==> config.mk <==
export PLATFORM = sky130hd
export DESIGN_NAME = jsd_cell
export DESIGN_NICKNAME = d
export VERILOG_FILES = /design/src/design/jsd_pkg.sv /design/src/design/jsd_cell.sv
export SDC_FILE = /design/constraint.sdc
export NUM_CORES = 1
export LEC_CHECK = 0
export BUFFER_PORTS_ARGS = -buffer_cell sky130_fd_sc_hd__clkbuf_2
export CORE_UTILIZATION = 40
export DETAILED_ROUTE_END_ITERATION = 7
export PLACE_DENSITY = 0.78
export SLEW_MARGIN = 20
export SYNTH_ARGS = -nofsm -noshare
export SYNTH_HDL_FRONTEND = slang
export SYNTH_SLANG_ARGS = --single-unit
==> constraint.sdc <==
create_clock -name i_clk -period 4.45 [get_ports i_clk]
set_input_delay 0.6675 -clock i_clk [delete_from_list [all_inputs] [get_ports i_clk]]
set_output_delay 0.6675 -clock i_clk [all_outputs]
set_load 0.03 [all_outputs]
==> src/design/jsd_pkg.sv <==
// ---------------------------------------------------------------------------
// jsd_pkg: shared types and constants for the two-server job dispatcher
// Job slot format, cell control bundle, server codes and time helpers.
// ---------------------------------------------------------------------------
package jsd_pkg;

    localparam int MAX_JOBS    = 64;
    localparam int ARR_W       = 10;
    localparam int TAG_W       = 8;
    localparam int LEN_W       = 10;
    localparam int TIME_W      = 17;
    localparam int CHOICE_W    = 2;
    localparam int PADDR_W     = 3;
    localparam int PDATA_W     = 32;

    localparam logic [ARR_W-1:0]    CLOSE_RESET = ARR_W'(480);
    localparam logic [TIME_W-1:0]   TIME_MAX    = {TIME_W{1'b1}};

    localparam logic [CHOICE_W-1:0] SRV_FIRST   = 2'd0;
    localparam logic [CHOICE_W-1:0] SRV_SECOND  = 2'd1;
    localparam logic [CHOICE_W-1:0] SRV_REJECT  = 2'd2;

    // register index: bits above the byte offset
    localparam logic REG_CLOSE_TIME = 1'b0;

    typedef struct packed {
        logic [ARR_W-1:0] arrival;
        logic [TAG_W-1:0] tag;
        logic [LEN_W-1:0] length;
    } t_job;

    typedef struct packed {
        logic insert;   // sorted insert of the new job
        logic pop;      // shift toward the head, head leaves
    } t_cell_ctl;

    // saturating free-time update
    function automatic logic [TIME_W-1:0] sat_add(input logic [TIME_W-1:0] base,
                                                  input logic [LEN_W-1:0]  dur);
        logic [TIME_W:0] s;
        s = {1'b0, base} + {{(TIME_W+1-LEN_W){1'b0}}, dur};
        return s[TIME_W] ? TIME_MAX : s[TIME_W-1:0];
    endfunction

endpackage

==> src/design/jsd_cell.sv <==
// ---------------------------------------------------------------------------
// jsd_cell: one slot of the sorted job chain
// Keeps its job, takes the new job, or takes its upstream neighbor's job on
// insert; takes its downstream neighbor's job on pop.
// ---------------------------------------------------------------------------
module jsd_cell (
    input  logic              i_clk,
    input  logic              i_rst_n,
    input  jsd_pkg::t_cell_ctl i_ctl,
    input  jsd_pkg::t_job     i_new_job,
    input  jsd_pkg::t_job     i_prev_job,
    input  logic              i_prev_valid,
    input  logic              i_prev_le,
    input  jsd_pkg::t_job     i_next_job,
    input  logic              i_next_valid,
    output jsd_pkg::t_job     o_job,
    output logic              o_valid,
    output logic              o_le
);
    import jsd_pkg::*;

    t_job r_job, n_job;
    logic r_valid, n_valid;

    // stored job sorts at or before the new one
    assign o_le    = r_valid && (r_job.arrival <= i_new_job.arrival);
    assign o_job   = r_job;
    assign o_valid = r_valid;

    always_comb begin
        n_job   = r_job;
        n_valid = r_valid;
        if (i_ctl.pop) begin
            n_job   = i_next_job;
            n_valid = i_next_valid;
        end else if (i_ctl.insert && !o_le) begin
            if (i_prev_le) begin
                n_job   = i_new_job;
                n_valid = 1'b1;
            end else begin
                n_job   = i_prev_job;
                n_valid = i_prev_valid;
            end
        end
    end

    always_ff @(posedge i_clk) begin
        if (!i_rst_n) begin
            r_valid <= 1'b0;
        end else begin
            r_valid <= n_valid;
        end
        r_job <= n_job;
    end

endmodule

==> reports/qor.tcl, run 1 <==
set qor(run_status) {finished, final reports clean}
set qor(ant_nets) 0
set qor(cts_buffers) 5
set qor(synth_area_per_cell_um2) 10.55
set qor(via_count) 1669
set qor(yosys.cell_types.count) 25
set qor(cts-htree-levels) 2
set qor(numPortBuffers) 120
set qor(grt_start_max_net_pins) 61
set qor(detail_route.wl_per_cell_um) 12.68
set qor(synthCells) 166
set qor(drt-total-wl_mm) 4.261
set qor(worst_r2r_path_depth) 6
set qor(post_synth_instance_area_um2) 1752
set qor(fin_skew_ns) 0.002753
set qor(cts_tree) {built}
set qor(number_of_global_route_vias_before_repair) 1501
set qor(worstPathArrival_ns) 2.35
set qor(clk_pin_slew_worst_paths_ns) 0.06
set qor(rows) 23
set qor(final_cell_mix) {clkbuf_2 (120), nand2_1 (29), o21ai_0 (29)}
set qor(combPwrFrac) 0.303
set qor(gp_routability_congestion) 0.7271
set qor(count_of_antenna_diodes_in_the_layout) 0
set qor(drv.max_cap_violation_count) 0
set qor(chipWidth_um) 68.18
set qor(crit_type) {primary input to primary output}
set qor(leakagePower_nw) 1.301
set qor(cts.root.buffer_cell) {clkbuf_8}
set qor(clock_sinks) 29
set qor(yosys_warnings) 0
set qor(ys_seq_elements) 29
set qor(number_of_vias_per_cell) 4.967
set qor(dp_hpwl_mm) 3.391
set qor(p_seq_frac) 0.449
set qor(layout_min_cycle_time_ns) 3.016
set qor(startpoint_class) {primary input}
set qor(syn_to_final_growth_pct) 40.93
set qor(p_clk_frac) 0.247
set qor(synth.top_cells.by_area) {edfxtp_1 (48%), mux2i_1 (16%), o21ai_0 (8.3%)}
set qor(hold_path.startpoint) {i_rst_n}
set qor(final-setup-viol-count) 0
set qor(timing.critical_path.from) {i_new_job[21]}
set qor(clock_latency_on_the_worst_skew_pair_ns) 0.27
set qor(tightestPinTransition_ns) 0.9638
set qor(post-cts-setup-buffer-count) 0
set qor(synth_seq_area_share) 0.4914
set qor(synth_top_area_share) 0.4800
set qor(yosys_most_used_dff) {edfxtp_1}
set qor(ir_drop_v) 0.0001823
set qor(fillers) 383
set qor(synth-edff-count) 28
set qor(preCtsSetupSlack_ns) 1.382
set qor(postLayoutCellArea_um2) 2469
set qor(synth_area_leader_cell) {edfxtp_1}
set qor(post_dp_cell_area_um2) 2392
set qor(clockBufferDepth) 2
set qor(asyncSetResetFlopFracSynth) 0
set qor(holdPathStages) 3
set qor(final_net_count) 387
set qor(pin_count) 121
set qor(slew_viol_final) 0
set qor(max_transition_margin) 0.3575
set qor(timing.critical_path.fanout_max) 3
set qor(rsz0062_at_grt) {false}
set qor(chipHeight_um) 68.18
set qor(total_global_routing_overflow) 0
set qor(switching_share) 0.3190
set qor(first_iter_violations) 38
set qor(worst_setup_path_end_kind) {primary output}
set qor(fp.coreArea_um2) 4115
set qor(fmax_ghz) 0.3315
set qor(first_pass_iters) 4
set qor(postSynthNetCount) 267
set qor(layout_commonest_cell) {clkbuf_2}
set qor(final.setup.tns_ns) 0
set qor(post_route_cells_drive_above_1_share) 0.4476
set qor(power.net_switching_w) 0.0002508
set qor(design.die.area_um2) 4648
set qor(grt_pass1_wl_mm) 6.306
set qor(cts-resized-gates) 0
set qor(internal_power_w) 0.0005355
set qor(antenna_found_initial) 0
set qor(post-route-period-util) 0.6779
set qor(groute.usage.overall) 0.1896
set qor(floorplan.initialDensity) 0.4257
set qor(final.setup.worst_slack_ns) 1.434
set qor(hold_path.class) {primary input to register}
set qor(reg2reg_from) {o_job[21]}
set qor(whs_ns) 0.6508
set qor(final_hold_viol_count) 0
set qor(remaining_design_rule_violation_count) 0
set qor(timing.critical_path.required_ns) 3.78
set qor(cts_hold_repair_buffers) 0
set qor(power_density_nw_per_um2) 318.5
## worst max-delay path, cell delays in order
cell and delay [ns]:
clkbuf_2 0.09, inv_1 0.04, ha_1 0.31, a21o_1 0.18
a21o_1 0.16, a2111o_1 0.44, a21boi_0 0.21, clkbuf_2 0.24
## worst paths after layout
path                   end  slack (ns)
setup / recovery      o_le        1.43
setup reg to reg  o_job[1]        1.82
hold reg to reg    o_valid        0.71
hold / removal     o_valid        0.65
## Yosys cell counts (all sizes together), types with 2 or more instances
cell type	number
edfxtp	28
nand2	29
inv	11
nand4	2
buf	3
a21o	2
o21ai	29
nand2b	2
ha	10
clkbuf	6
a21oi	3
mux2i	28
## power by group through the flow
| stage | sequential (W) | combinational [W] | clock (W) |
|---|---|---|---|
| global placement | 0.000357 | 0.000235 | 0 |
| global route | 0.000358 | 0.000261 | 0.000215 |
| CTS | 0.000354 | 0.000242 | 0.000206 |
| detailed placement | 0.000359 | 0.000241 | 0 |
| floorplan | 0.000425 | 0.0000816 | 0 |
| finish | 0.000353 | 0.000238 | 0.000195 |
## flip-flops by register name, indices dropped and copies added, names as in the netlist
name     flops
o_job       28
o_valid      1
## final cells by class
type / instances / area, µm² / area share
repair buffers: 122 / 615.6 / 0.2494
clock buffers: 6 / 72.57 / 0.02940
flip-flops and latches: 29 / 860.8 / 0.3487
clock inverters: 1 / 3.754 / 0.001521
inverters: 11 / 41.29 / 0.01673
multi-input cells: 117 / 812.0 / 0.3289
well taps: 50 / 62.56 / 0.02534
## cell families (layout without fill, tap and decap cells)
kind of cell | after synthesis | in the layout | synth area share
compound gates | 43 | 43 | 0.1443
simple gates | 36 | 36 | 0.08785
flops | 29 | 29 | 0.4914
mux | 28 | 28 | 0.1600
buf+inv | 20 | 140 | 0.04500
fa+ha+maj | 10 | 10 | 0.07143
## per-stage QoR
step / util / total power, W / instances
after detailed placement: 0.5813 / 0.0006002 / 329
after CTS: 0.5999 / 0.0008009 / 336
after floorplan: - / 0.0005066 / 166
after global routing: 0.5999 / 0.0008331 / 336
final: 0.5999 / 0.0007862 / 336
after global placement: 0.5813 / 0.0005925 / 329
## metal layers
layer | up-vias | track usage | wire, µm
met2 | 74 | 0.3309 | 2160
li1 | 849 | - | -
met1 | 738 | 0.1964 | 1659
met5 | - | 0 | 0
met3 | 8 | 0.07500 | 363
met4 | 0 | 0.09115 | 78
(Power assumes the default switching activity.)
==> inputs of run 2 (changes only) <==
==> constraint.sdc (replaced) <==
create_clock -name i_clk -period 3.1 [get_ports i_clk]
set_input_delay 0.465 -clock i_clk [delete_from_list [all_inputs] [get_ports i_clk]]
set_output_delay 0.465 -clock i_clk [all_outputs]
set_load 0.03 [all_outputs]
==> run 2 against run 1 <==
Design area grew 0.76%. Global-route usage is 0.20 points higher. Sequential share of layout area decreased by 0.26 points. Non-clock buffer count up 2. Total power increased by 45%. Sequential power increased by 44%. Cell count increased by 0.89%. Register-to-register slack lost 1.0 ns. Critical endpoint unchanged.
==> reports/qor.tcl, run 2 (same netlist as run 1, synthesis figures left out) <==
set qor(run_status) {finished, final reports clean}
set qor(slew_viol_final) 0 ;# unchanged
set qor(antenna_found_initial) 0 ;# unchanged
set qor(drv.max_cap_violation_count) 0 ;# unchanged
set qor(fraction_of_the_core_area_covered_by_cells_at_the_end_of_the_flow) 0.6044 ;# +0.004561
set qor(count_of_antenna_diodes_in_the_layout) 0 ;# unchanged
set qor(hold_path.class) {primary input to register}
set qor(critPathMostFrequentCell) {a21o_1}
set qor(design_power_total_w) 0.001140 ;# +45%
set qor(post-cts-setup-buffer-count) 0 ;# unchanged
set qor(clk_pin_slew_worst_paths_ns) 0.06 ;# about the same
set qor(timing.critical_path.required_ns) 2.63 ;# -1.15 ns
set qor(drt-total-wl_mm) 4.220 ;# -0.96%
set qor(clockBufferDepth) 2 ;# unchanged
set qor(clock_sinks) 29 ;# unchanged
set qor(fp.coreArea_um2) 4115 ;# unchanged
set qor(fmax_ghz) 0.3733
set qor(critPathTopFamily) {compound AO/OA/AOI/OAI gates}
set qor(cpMaxStageDelayCell) {a2111o_1}
set qor(rsz0062_at_grt) {false}
set qor(final_cell_mix) {clkbuf_2 (120), nand2_1 (29), o21ai_0 (29)}
set qor(via_count) 1657 ;# -0.72%
set qor(first_pass_iters) 4 ;# unchanged
set qor(footprint_of_the_multi_input_gates_um2) 812.0 ;# unchanged
set qor(post-route-period-util) 0.8642
set qor(layout.cells.non_filler) 339 ;# +0.89%
set qor(cts.root.buffer_cell) {clkbuf_8}
set qor(power_density_nw_per_um2) 458.2 ;# +44%
set qor(grt_pass1_wl_mm) 6.279 ;# -0.43%
set qor(numPortBuffers) 120 ;# unchanged
set qor(rows) 23 ;# unchanged
set qor(timing.critical_path.fanout_max) 3 ;# unchanged
set qor(layout_min_cycle_time_ns) 2.679
set qor(design.die.area_um2) 4648 ;# unchanged
set qor(first_iter_violations) 88 ;# +130%
set qor(detail_route.wl_per_cell_um) 12.45 ;# -1.8%
set qor(total_global_routing_overflow) 0 ;# unchanged
set qor(final_net_count) 389 ;# +0.52%
set qor(number_of_global_route_vias_before_repair) 1473 ;# -1.9%
set qor(ir_drop_v) 0.0002379 ;# +31%
set qor(final.setup.tns_ns) 0 ;# unchanged
set qor(seq_area_um2) 860.8 ;# unchanged
set qor(chipHeight_um) 68.18 ;# unchanged
set qor(worst_setup_path_end_kind) {primary output}
set qor(chipWidth_um) 68.18 ;# unchanged
set qor(floorplan.initialDensity) 0.4257 ;# unchanged
set qor(fin_skew_ns) 0.001548 ;# -0.001204 ns
set qor(crit_type) {register to primary output}
set qor(ant_nets) 0 ;# unchanged
set qor(fillers) 367 ;# -4.2%
set qor(final-setup-viol-count) 0 ;# unchanged
set qor(place.detailed.instances) 331 ;# +0.61%
set qor(groute.usage.overall) 0.1916 ;# +0.001965
set qor(cts_buffers) 5 ;# unchanged
set qor(layout_commonest_cell) {clkbuf_2}
set qor(leakagePower_nw) 1.311 ;# +0.78%
set qor(gp_routability_congestion) 0.7320 ;# +0.67%
set qor(syn_to_final_growth_pct) 42.00
set qor(final_hold_viol_count) 0 ;# unchanged
set qor(clock_latency_on_the_worst_skew_pair_ns) 0.27 ;# about the same
set qor(cts_hold_repair_buffers) 0 ;# unchanged
set qor(max_transition_margin) 0.6699 ;# +0.3124
set qor(pin_count) 121 ;# unchanged
set qor(timing.critical_path.buf_inv) 1 ;# -2
set qor(cts-resized-gates) 0 ;# unchanged
set qor(worstPathArrival_ns) 2.21 ;# -0.14 ns
set qor(largest_register_ff_count) 28 ;# unchanged
set qor(number_of_vias_per_cell) 4.888 ;# -1.6%
set qor(cts_tree) {built}
set qor(remaining_design_rule_violation_count) 0 ;# unchanged
set qor(startpoint_class) {register}
set qor(grt_start_max_net_pins) 37 ;# -39%
set qor(whs_ns) 0.4515 ;# -0.1993 ns
set qor(slowest_delay_ns) 0.44 ;# about the same
set qor(cts-htree-levels) 2 ;# unchanged
set qor(dp_hpwl_mm) 3.350 ;# -1.2%
set qor(tightestPinTransition_ns) 0.4952 ;# -0.4687 ns
set qor(post_route_cells_drive_above_1_share) 0.4498 ;# +0.002275
set qor(cp_cell_sequence) {ha_1 -> a21o_1 -> a21o_1 -> a2111o_1 -> a21boi_0 -> clkbuf_2}
==> run 2: cell count changes in the layout (fill, tap and decap cells not counted), sizes merged <==
| cell | before | now |
|---|---|---|
| buf | 2 | 4 |
| clkbuf | 126 | 128 |
| clkinv | 1 | 0 |
==> run 2: layout make-up <==
type,count,share of cell area
flip-flops and latches,29,0.3461
repair buffers,124,0.2535
multi-input cells,117,0.3265
well taps,50,0.02515
inverters,11,0.01660
clock buffers,8,0.03219
==> run 2: final timing paths <==
| path | start | end | slack (ns) | cells past startpoint |
|---|---|---|---|---|
| worst min register to register | o_valid | o_valid | 0.72 | 2 |
| worst max-delay path | o_job[21] | o_le | 0.42 | 6 |
| worst max register to register | o_job[21] | o_job[1] | 0.80 | 6 |
| worst min-delay path | i_rst_n | o_valid | 0.45 | 3 |
==> run 2: per-stage QoR <==
| step | setup WS [ns] | cell area, µm² |
|---|---|---|
| 6_report | 0.4211 | 2487 |
| 5_1_grt | 0.2958 | 2487 |
| 4_1_cts | 0.4076 | 2487 |
| 3_5_place_dp | 0.5053 | 2407 |
| 3_3_place_gp | 0.5355 | 2407 |
| 2_1_floorplan | 0.3016 | 1752 |
==> run 2: where the power goes <==
part | internal, W | leakage [nW] | switching [W] | total, W
Combinational | 0.000130 | 0.974 | 0.000213 | 0.000342
Clock | 0.000159 | 0.0395 | 0.000132 | 0.000291
Sequential | 0.000489 | 0.297 | 0.0000176 | 0.000507
==> run 2: worst min-delay path, stage by stage <==
cell      delay, ns
clkbuf_2       0.08
o311ai_0       0.09
a21oi_1        0.05
==> run 2: layer usage <==
metal,up-vias,share of wire,global-route usage
met4,0,0.0069,0.1016
met3,4,0.084,0.06333
met2,66,0.50,0.3358
li1,850,-,-
met1,737,0.40,0.2013
met5,-,0,0
