**config.mk**
```make
export PLATFORM = sky130hd
export DESIGN_NAME = jsd_server
export DESIGN_NICKNAME = d
export VERILOG_FILES = /design/src/design/jsd_pkg.sv /design/src/design/jsd_server.sv
export SDC_FILE = /design/constraint.sdc
export NUM_CORES = 1
export LEC_CHECK = 0
export ABC_AREA = 1
export BUFFER_PORTS_ARGS = -buffer_cell sky130_fd_sc_hd__buf_2
export CORE_ASPECT_RATIO = 1.4
export CORE_UTILIZATION = 42
export CTS_CLUSTER_SIZE = 20
export DETAILED_ROUTE_END_ITERATION = 6
export PLACE_DENSITY = 0.59
export REMOVE_ABC_BUFFERS = 1
export SYNTH_ARGS = -nofsm -noshare
export SYNTH_HDL_FRONTEND = slang
export SYNTH_SLANG_ARGS = --single-unit
```
**constraint.sdc**
```tcl
create_clock -name i_clk -period 3.6 [get_ports i_clk]
set_input_delay 0.54 -clock i_clk [delete_from_list [all_inputs] [get_ports i_clk]]
set_output_delay 0.54 -clock i_clk [all_outputs]
set_load 0.02 [all_outputs]
```
**src/design/jsd_pkg.sv**
```systemverilog
// ---------------------------------------------------------------------------
// jsd_pkg: shared types and constants for the two-server job dispatcher
// Job slot format, cell control bundle, server codes and time helpers.
// ---------------------------------------------------------------------------
package jsd_pkg;

    localparam int MAX_JOBS    = 64;
    localparam int ARR_W       = 10;
    localparam int TAG_W       = 8;
    localparam int LEN_W       = 10;
    localparam int TIME_W      = 17;
    localparam int CHOICE_W    = 2;
    localparam int PADDR_W     = 3;
    localparam int PDATA_W     = 32;

    localparam logic [ARR_W-1:0]    CLOSE_RESET = ARR_W'(480);
    localparam logic [TIME_W-1:0]   TIME_MAX    = {TIME_W{1'b1}};

    localparam logic [CHOICE_W-1:0] SRV_FIRST   = 2'd0;
    localparam logic [CHOICE_W-1:0] SRV_SECOND  = 2'd1;
    localparam logic [CHOICE_W-1:0] SRV_REJECT  = 2'd2;

    // register index: bits above the byte offset
    localparam logic REG_CLOSE_TIME = 1'b0;

    typedef struct packed {
        logic [ARR_W-1:0] arrival;
        logic [TAG_W-1:0] tag;
        logic [LEN_W-1:0] length;
    } t_job;

    typedef struct packed {
        logic insert;   // sorted insert of the new job
        logic pop;      // shift toward the head, head leaves
    } t_cell_ctl;

    // saturating free-time update
    function automatic logic [TIME_W-1:0] sat_add(input logic [TIME_W-1:0] base,
                                                  input logic [LEN_W-1:0]  dur);
        logic [TIME_W:0] s;
        s = {1'b0, base} + {{(TIME_W+1-LEN_W){1'b0}}, dur};
        return s[TIME_W] ? TIME_MAX : s[TIME_W-1:0];
    endfunction

endpackage

```
**src/design/jsd_server.sv**
```systemverilog
// ---------------------------------------------------------------------------
// jsd_server: server assignment and result register
// Tracks both servers' free times and places the head job of the chain.
// ---------------------------------------------------------------------------
module jsd_server (
    input  logic                            i_clk,
    input  logic                            i_rst_n,
    input  logic                            i_clear,
    input  logic                            i_pop,
    input  jsd_pkg::t_job                   i_job,
    input  logic                            i_last,
    input  logic [jsd_pkg::ARR_W-1:0]       i_close_time,
    input  logic                            i_out_ready,
    output logic                            o_out_valid,
    output logic [jsd_pkg::TAG_W-1:0]       o_result_tag,
    output logic [jsd_pkg::CHOICE_W-1:0]    o_server_choice,
    output logic [jsd_pkg::TIME_W-1:0]      o_service_start,
    output logic                            o_last_result
);
    import jsd_pkg::*;

    logic [TIME_W-1:0]   r_free0, r_free1, n_free0, n_free1;
    logic [CHOICE_W-1:0] n_choice;
    logic [TIME_W-1:0]   n_start;
    logic [ARR_W:0]      end_time;
    logic [TIME_W-1:0]   arr17;
    logic                r_valid;

    assign end_time = {1'b0, i_job.arrival} + {{(ARR_W+1-LEN_W){1'b0}}, i_job.length};
    assign arr17    = {{(TIME_W-ARR_W){1'b0}}, i_job.arrival};

    always_comb begin
        n_free0  = r_free0;
        n_free1  = r_free1;
        n_choice = SRV_REJECT;
        n_start  = '0;
        if (end_time > {1'b0, i_close_time}) begin
            n_choice = SRV_REJECT;
        end else if (arr17 >= r_free0) begin
            n_choice = SRV_FIRST;
            n_start  = arr17;
            n_free0  = sat_add(arr17, i_job.length);
        end else if (r_free0 <= r_free1) begin
            n_choice = SRV_FIRST;
            n_start  = r_free0;
            n_free0  = sat_add(r_free0, i_job.length);
        end else if (arr17 >= r_free1) begin
            n_choice = SRV_SECOND;
            n_start  = arr17;
            n_free1  = sat_add(arr17, i_job.length);
        end else begin
            n_choice = SRV_SECOND;
            n_start  = r_free1;
            n_free1  = sat_add(r_free1, i_job.length);
        end
    end

    always_ff @(posedge i_clk) begin
        if (!i_rst_n) begin
            r_free0 <= '0;
            r_free1 <= '0;
            r_valid <= 1'b0;
        end else begin
            if (i_clear) begin
                r_free0 <= '0;
                r_free1 <= '0;
            end else if (i_pop) begin
                r_free0 <= n_free0;
                r_free1 <= n_free1;
            end
            if (i_pop) begin
                r_valid <= 1'b1;
            end else if (i_out_ready) begin
                r_valid <= 1'b0;
            end
        end
        if (i_pop) begin
            o_result_tag    <= i_job.tag;
            o_server_choice <= n_choice;
            o_service_start <= n_start;
            o_last_result   <= i_last;
        end
    end

    assign o_out_valid = r_valid;

endmodule

```
==> results.ini, run 1 <==
[status]
status = completed

[detailed_routing]
wire_per_inst_um = 15.6
first_iter_violations = 313
drc = 0
firstDrtPassIters = 5
ant_nets = 0
wirelength_mm = 19.8
routed-via-count = 6457
via_per_inst = 5.10

[placement]
dp_hpwl_mm = 16.6
place.gp.congestion = 0.937
io_buffers = 72
pre_cts_ws_ns = -0.0961

[synthesis]
yosysSeqAreaShare_pct = 24.6
synth_area_leaders = nand2_1 18%, ha_1 15%, edfxtp_1 13%, dfxtp_1 11%, nor2_1 7.9%
ys_types = 47
async_flop_share_pct = 0
yosysTopAreaCellShare_pct = 18.1
avgSynthCellArea_sq_um = 6.53
synth-seq-cells = 63
synth.yosys.warnings = 0
synth_top_area_cell = nand2_1
ys.flop_type = dfxtp_1
synth_edf_count = 28
syn_inst = 959
syn_area_sq_um = 6260

[sta]
setup_tns_ns = 0
clock_skew_ns = 0.00948
fin_crit_ns = 3.34
rsz0062_at_grt = no
hold_slack_ns = 0.376
setup_violations = 0
worst_pin_slew_ns = 0.609
fin_ws_ns = 0.259
hold_viol = 0
post-route-period-util_pct = 92.8
slew_violations = 0
max-slew-margin-rel_pct = 59.3
fmax_ghz = 0.299

[grt]
antenna_found_initial = 0
grt_pass1_vias = 6122
grt_pass1_wl_mm = 31.5
grt_start_max_net_pins = 35
grtUsageTotal_pct = 26.9
gr-total-overflow = 0

[min_path]
hold_path_class = input pin to register

[pwr]
clkPwrFrac_pct = 22.9
seqPwrFrac_pct = 23.7
switchingPower_w = 0.00182
power_frac_comb_pct = 53.4
swShare_pct = 46.3
powerDensity_nw_per_um2 = 530
intPower_w = 0.00211
leakage_nw = 3.99
max-vdd-ir-drop_mv = 0.235

[critical_path]
startpoint_type = input pin
crit_fanout = 30
cp.arrival_ns = 3.57
worstSetupEndpointType = register
critPathRequiredTime_ns = 3.83
worstSetupPathType = input pin to register

[clock_tree]
cts_setup_buffers = 0
insertion_delay_ns = 0.34
cts_hold_buf = 0
ctsResizeCount = 0
clockBufferDepth = 2
numCtsBuffers = 9
cts.clk_slew.worst_paths_ns = 0.06
cts.sinks = 63
cts_tree = done
root_buffer = clkbuf_16
cts_max_level = 3

[floorplan]
die_w_um = 105
fp-row-count = 52
dieArea_sq_um = 15400
chipHeight_um = 146
core_area_sq_um = 14500
start_util_pct = 43.1
io_pins = 73

[cells_and_area]
drive_gt1_share_pct = 15.4
antenna_cells_inserted = 0
nets = 1196
syn_to_final_growth_pct = 18.4

[job]
maxCapViolCount = 0

synthesized netlist by cell type (2+ instances only):
cell / number
nand2_1: 301
nor2_1: 131
inv_1: 113
ha_1: 77
nand3_1: 61
a21oi_1: 58
dfxtp_1: 35
edfxtp_1: 28
o21ai_0: 28
nand4_1: 14
xor2_1: 11
xnor2_1: 9
buf_2: 8
a211oi_1: 7
a21o_1: 7
nor3_1: 7
buf_6: 6
nand2_2: 6
inv_2: 5
o21ai_1: 5
fa_1: 3
nand2_4: 3
nor2_4: 3
nor4_1: 3
o21bai_1: 3
clkbuf_1: 2
nand3_2: 2
nand3b_1: 2
nor2_2: 2
o21a_1: 2
final timing paths:
path                             end  slack [ns]        start  cells after the start
setup / recovery         r_free1[16]        0.26     i_job[0]                     21
hold / removal       o_result_tag[5]        0.38    i_job[15]                      1
setup reg to reg  o_service_start[7]        0.77  r_free1[16]                     13
hold reg to reg          o_out_valid        0.46  o_out_valid                      2
state kept, by name, indices dropped and copies added (netlist names):
register and cells:
o_result_tag 8, r_free0 17, o_server_choice 2, o_service_start 17, o_last_result 1, r_free1 17, o_out_valid 1
stage by stage:
step / instances / instance area (sq um) / utilization (%) / total power [W]
floorplan: 940 / 6130 / - / 0.00234
global placement: 1250 / 7110 / 49.0 / 0.00303
detailed placement: 1250 / 7110 / 49.0 / 0.00304
CTS: 1266 / 7410 / 51.1 / 0.00394
global route: 1266 / 7410 / 51.1 / 0.00425
finish: 1266 / 7410 / 51.1 / 0.00393
area by class of cell:
cell class                 instances  area, sq um
clock inverter                     7         77.6
fill                            1570         7100
sequential                        63         1540
multi-input combinational        758         4140
tap                              189          236
inverter                         119          447
timing repair buffer             121          741
clock buffer                       9          225
metal layers:
metal  global-route usage [%]  up-vias  share of wire, %
met1                     29.5     2893                40
met4                     18.4        0               7.2
met5                        0        -                 0
met3                     2.72       55               2.6
li1                         -     3353                 -
met2                     48.4      156                50
placed cells by master, fill, tap and decap left out, types with 11 or more instances in the layout:
cell and instances:
nand2_1 301, nor2_1 130, inv_1 113, ha_1 77
buf_2 72, nand3_1 61, a21oi_1 58, buf_4 48
dfxtp_1 35, o21ai_0 28, edfxtp_1 28, nand4_1 14
xor2_1 11
critical path: stages:
cell and delay [ns]:
buf_2 0.10, ha_1 0.21, fa_1 0.41, nand3_1 0.11
nand2_1 0.08, nand2_1 0.09, nand2_1 0.06, a21oi_1 0.16
xnor2_1 0.19, ha_1 0.30, a21o_1 0.16, nor2_1 0.10
nand2_1 0.06, nand2_1 0.06, nand2_1 0.05, nand2_1 0.12
nand2_2 0.11, nor2_4 0.16, nand2_4 0.22, nor3_1 0.21
nor2_1 0.06
kinds of logic after synthesis:
family                     share of synthesized area [%]
buffers and inverters                               9.24
AOI/OAI and AO/OA                                   10.8
and+or+nand+nor                                     36.2
DFF                                                 24.6
xor gates and xnor gates                            2.80
adders and majority gates                           16.4
power groups by stage:
stage               sequential, W  combinational [W]  clock (W)
finish                   0.000931            0.00210   0.000901
global route             0.000938            0.00237   0.000946
CTS                      0.000932            0.00210   0.000910
detailed placement       0.000947            0.00209          0
global placement         0.000946            0.00208          0
floorplan                 0.00100            0.00134          0
Note: power is estimated with default switching activity, not from simulation.
==> inputs of run 2 (changes only) <==
BUFFER_PORTS_ARGS = -buffer_cell sky130_fd_sc_hd__buf_4   (was -buffer_cell sky130_fd_sc_hd__buf_2)
==> run 2 against run 1 <==
  * Die area unchanged
  * Critical path depth grew 3
  * Sequential share of layout area shrank 0.73 points
  * Via count up 1.4%
  * Wire length grew 3.6%
  * Clock skew barely moved
  * Register-to-register slack lost 0.07 ns
  * Cell count is essentially flat
  * Clock power up 18%
  * Cell area up 3.6%
  * Non-clock buffer count decreased by 2
  * Clock-buffer cell count did not move
  * Critical endpoint is now r_free1[14]
  * Largest power group unchanged
==> results.ini, run 2 (same netlist as run 1, synthesis figures left out) <==
[status]
status = completed

[pwr]
powerDensity_nw_per_um2 = 551
leakage_nw = 4.06
max-vdd-ir-drop_mv = 0.270

[cells_and_area]
nets = 1195
final_cells = 1265
reg.largest.list = o_service_start: 17 flops, r_free0: 17 flops, r_free1: 17 flops
num-fill-cells = 1468
antenna_cells_inserted = 0
fin_util_pct = 52.9
final_cell_mix = 300 x nand2_1, 130 x nor2_1, 117 x buf_4, 113 x inv_1, 77 x ha_1
syn_to_final_growth_pct = 22.7
drive_gt1_share_pct = 15.6
final_common_cell = nand2_1
final_area_sq_um = 7680

[min_path]
hold_path_class = input pin to register
whs_path_depth = 1

[detailed_routing]
dr_wl_met2_mm = 10.5
met1_length_mm = 7.86
routed-via-count = 6549
met3_length_um = 793
first_iter_violations = 323
wirelength_mm = 20.5
wire_per_inst_um = 16.2
highest_layer = met4
drc = 0
ant_nets = 0
firstDrtPassIters = 5
via_per_inst = 5.18

[floorplan]
core_area_sq_um = 14500
start_util_pct = 43.1
io_pins = 73
die_w_um = 105
chipHeight_um = 146
dieArea_sq_um = 15400
fp-row-count = 52

[clock_tree]
clockBufferDepth = 2
root_buffer = clkbuf_16
cts_tree = done
cts_max_level = 3
insertion_delay_ns = 0.34
cts.clk_slew.worst_paths_ns = 0.06
numCtsBuffers = 9
cts.sinks = 63

[sta]
hold_slack_ns = 0.371
fin_ws_ns = 0.240
slew_violations = 0
post-route-period-util_pct = 93.3
clock_skew_ns = 0.00943
setup_violations = 0
worst_pin_slew_ns = 0.918
fin_crit_ns = 3.36
hold_viol = 0
fmax_ghz = 0.298
rsz0062_at_grt = no
max-slew-margin-rel_pct = 38.6

[critical_path]
cp.arrival_ns = 3.59
ff2ff_path_depth = 14
startpoint_type = input pin
worstSetupPathType = input pin to register
worstSetupEndpointType = register
critPathRequiredTime_ns = 3.83
crit_fanout = 5

[grt]
grtUsageTotal_pct = 27.0
grt_pass1_vias = 6055
antenna_found_initial = 0
grt_start_max_net_pins = 35
gr-total-overflow = 0
grt_pass1_wl_mm = 31.6

[placement]
io_buffers = 72
place.gp.congestion = 0.939
pre_cts_ws_ns = -0.0761
dp_hpwl_mm = 16.6
place_area_sq_um = 7260
place_inst = 1246

[job]
maxCapViolCount = 0

-- run 2: cell count changes in the layout (fill, tap and decap cells not counted), moves of 2 or more --
cell | before | now
buf_2 | 72 | 0
nand2_8 | 0 | 2
bufinv_16 | 1 | 3
buf_4 | 48 | 117
-- run 2: final timing paths --
| kind | from | endpoint | slack [ns] |
|---|---|---|---|
| min reg2reg | o_out_valid | o_out_valid | 0.46 |
| max | i_job[2] | r_free1[14] | 0.24 |
| max reg2reg | r_free1[12] | r_free1[4] | 0.70 |
| min | i_job[14] | o_result_tag[4] | 0.37 |
-- run 2: cell type report --
type / count / area [sq um] / area share, %
multi-input combinational: 759 / 4190 / 54.5
sequential: 63 / 1540 / 20.1
timing repair buffer: 119 / 918 / 12.0
inverter: 119 / 447 / 5.82
tap: 189 / 236 / 3.08
clock buffer: 9 / 225 / 2.93
clock inverter: 7 / 125 / 1.63
-- run 2: per-stage QoR --
| step | setup TNS, ns | total power, W |
|---|---|---|
| floorplan | 0 | 0.00234 |
| global placement | -0.404 | 0.00310 |
| finish | 0 | 0.00423 |
| detailed placement | -0.831 | 0.00311 |
| CTS | 0 | 0.00418 |
| global route | 0 | 0.00453 |
-- run 2: worst max-delay path, stage by stage --
cell and delay [ns]:
buf_4 0.12, ha_1 0.34, a21o_1 0.19, nand2_1 0.05, nand2_1 0.07, a21oi_1 0.17, buf_4 0.14, xor2_1 0.23
inv_1 0.08, ha_1 0.28, nand2_1 0.07, nor2_1 0.13, nand2_1 0.07, nand2_1 0.06, nand2_1 0.05, nand2_1 0.06
nand2_1 0.09, nand2_2 0.13, nor2_4 0.06, buf_12 0.14, buf_4 0.13, buf_4 0.13, a21oi_1 0.17, nor2_1 0.07
-- run 2: timing repair --
item / CTS / global route
endpoints found under the setup margin: 0 / 11
hold buffers: 0 / 0
setup buffers: 0 / 2
gates resized for setup: 0 / 5
-- run 2: where the power goes --
| group | internal [W] | switching, W |
|---|---|---|
| logic | 0.000768 | 0.00147 |
| clock network | 0.000687 | 0.000376 |
| registers | 0.000863 | 0.0000707 |
-- run 2: layer usage --
metal / up-vias / GRT usage (%)
li1: 3342 / -
met1: 2952 / 29.3
met2: 200 / 50.3
met3: 55 / 2.32
met4: 0 / 16.6
met5: - / 0
==> inputs of run 3 (changes only) <==
clock period = 4.1 ns   (was 3.6 ns; I/O delays follow)
==> run 3 against run 2 <==
  * Global-route usage is 0.68 points lower
  * Power down 17%
  * Setup slack improved by 0.31 ns
  * Sequential power is 12% lower
  * Clock-buffer cell count is the same
  * Hold slack better by 0.081 ns
  * Cell area fell by 4.9%
  * Sequential share of layout area increased by 1.0 points
==> results.ini, run 3 (same netlist as run 1, synthesis figures left out) <==
[critical_path]
crit_path_max_incr_delay_ns = 0.41
worstSetupPathType = input pin to register
cp_common_cell = nand2_1
path_cells = buf_4, ha_1, fa_1, nand3_1, nand2_1, nand2_1, nand2_1, a21oi_1, xnor2_1, ha_1, a21o_1, nor2_1, nand2_1, nand2_1, nand2_1, nand2_1, nand2_2, nor2_4, nand2_4, nor3_1, nor2_1
critical_path_buf_inv_count = 1
critPathRequiredTime_ns = 4.32
worstSetupEndpointType = register
crit_family = simple AND/OR/NAND/NOR gates
crit_fanout = 30
startpoint_type = input pin
cp_slowest_cell = fa_1
cp.arrival_ns = 3.77

[cells_and_area]
nets = 1157
syn_to_final_growth_pct = 16.7
antenna_cells_inserted = 0
final_cell_mix = 301 x nand2_1, 130 x nor2_1, 113 x inv_1, 82 x buf_4, 77 x ha_1
final_common_cell = nand2_1
drive_gt1_share_pct = 12.1
reg.largest.list = o_service_start: 17 flops, r_free0: 17 flops, r_free1: 17 flops

[grt]
grt_start_max_net_pins = 31
antenna_found_initial = 0
grt_pass1_vias = 5909
grt_pass1_wl_mm = 30.9
gr-total-overflow = 0
grtUsageTotal_pct = 26.3

[floorplan]
io_pins = 73
die_w_um = 105
dieArea_sq_um = 15400
start_util_pct = 43.1
chipHeight_um = 146
core_area_sq_um = 14500
fp-row-count = 52

[clock_tree]
cts_setup_buffers = 0
insertion_delay_ns = 0.34
cts.sinks = 63
clockBufferDepth = 2
cts.clk_slew.worst_paths_ns = 0.06
root_buffer = clkbuf_16
cts_tree = done
ctsResizeCount = 0
cts_hold_buf = 0
cts_max_level = 3
numCtsBuffers = 9

[sta]
slew_violations = 0
clock_skew_ns = 0.00897
fmax_ghz = 0.282
max-slew-margin-rel_pct = 32.1
worst_pin_slew_ns = 1.02
fin_crit_ns = 3.55
hold_viol = 0
rsz0062_at_grt = no
post-route-period-util_pct = 86.5
setup_violations = 0
setup_tns_ns = 0

[pwr]
powerDensity_nw_per_um2 = 480
max-vdd-ir-drop_mv = 0.293
leakage_nw = 3.85
p_total_w = 0.00350

[detailed_routing]
via_per_inst = 5.14
firstDrtPassIters = 5
wire_per_inst_um = 16.0
first_iter_violations = 321
routed-via-count = 6303
ant_nets = 0
wirelength_mm = 19.6
drc = 0

[placement]
dp_hpwl_mm = 16.3
place.gp.congestion = 0.959
io_buffers = 72

[min_path]
hold_path_class = input pin to register

[job]
maxCapViolCount = 0

[status]
status = completed

==> run 3: changes by cell type in the layout (fill, tap and decap cells not counted), sizes merged <==
cell	before	now
buf	119	82
bufinv	3	2
clkinv	1	3
clkinvlp	0	2
inv	122	119
nand2	311	310
==> run 3: worst register-to-register path: cells and delay by family (launching register included) <==
| family | cells | cell delay [ns] |
|---|---|---|
| AO/OA/AOI/OAI | 1 | 0.30 |
| adder cells (fa/ha/maj) | 1 | 0.31 |
| buffers and inverters | 3 | 0.54 |
| flip-flops | 1 | 0.44 |
| AND/OR/NAND/NOR | 8 | 1.15 |
==> run 3: path summary, 6_finish.rpt <==
kind                      to         from  slack, ns  cells after the start
max reg2reg      r_free0[12]  r_free1[13]       1.25                     13
min reg2reg      o_out_valid  o_out_valid       0.47                      2
min          o_result_tag[6]    i_job[16]       0.45                      1
max              r_free1[15]     i_job[0]       0.55                     21
==> run 3: stage by stage <==
| step | util, % | cell area (sq um) | cells | worst slack, ns | hold slack [ns] |
|---|---|---|---|---|---|
| detailed placement | 48.1 | 6980 | 1211 | 0.256 | 0.459 |
| floorplan | - | 6130 | 940 | 0.653 | 0.495 |
| finish | 50.3 | 7300 | 1227 | 0.552 | 0.452 |
| global route | 50.3 | 7300 | 1227 | 0.198 | 0.442 |
| CTS | 50.3 | 7300 | 1227 | 0.608 | 0.441 |
| global placement | 48.1 | 6980 | 1211 | 0.337 | 0.451 |
==> run 3: area by class of cell <==
cell class                 instances  area [sq um]
fill                            1543          7210
multi-input combinational        758          4140
sequential                        63          1540
timing repair buffer              82           616
inverter                         119           447
tap                              189           236
clock buffer                       9           225
clock inverter                     7          96.3
==> run 3: metal layers <==
metal  vias up  GRT usage (%)  part of all wire [%]
met5         -              0                     0
li1       3271              -                     -
met2       176           47.7                    51
met1      2798           29.0                    39
met4         0           16.4                   6.1
met3        58           3.17                   4.0
==> run 3: where the power goes <==
part / leakage [nW] / internal (W) / switching, W
Combinational: 3.14 / 0.000610 / 0.00124
Sequential: 0.566 / 0.000759 / 0.0000677
Clock: 0.150 / 0.000533 / 0.000298
Total: 3.85 / 0.00190 / 0.00160
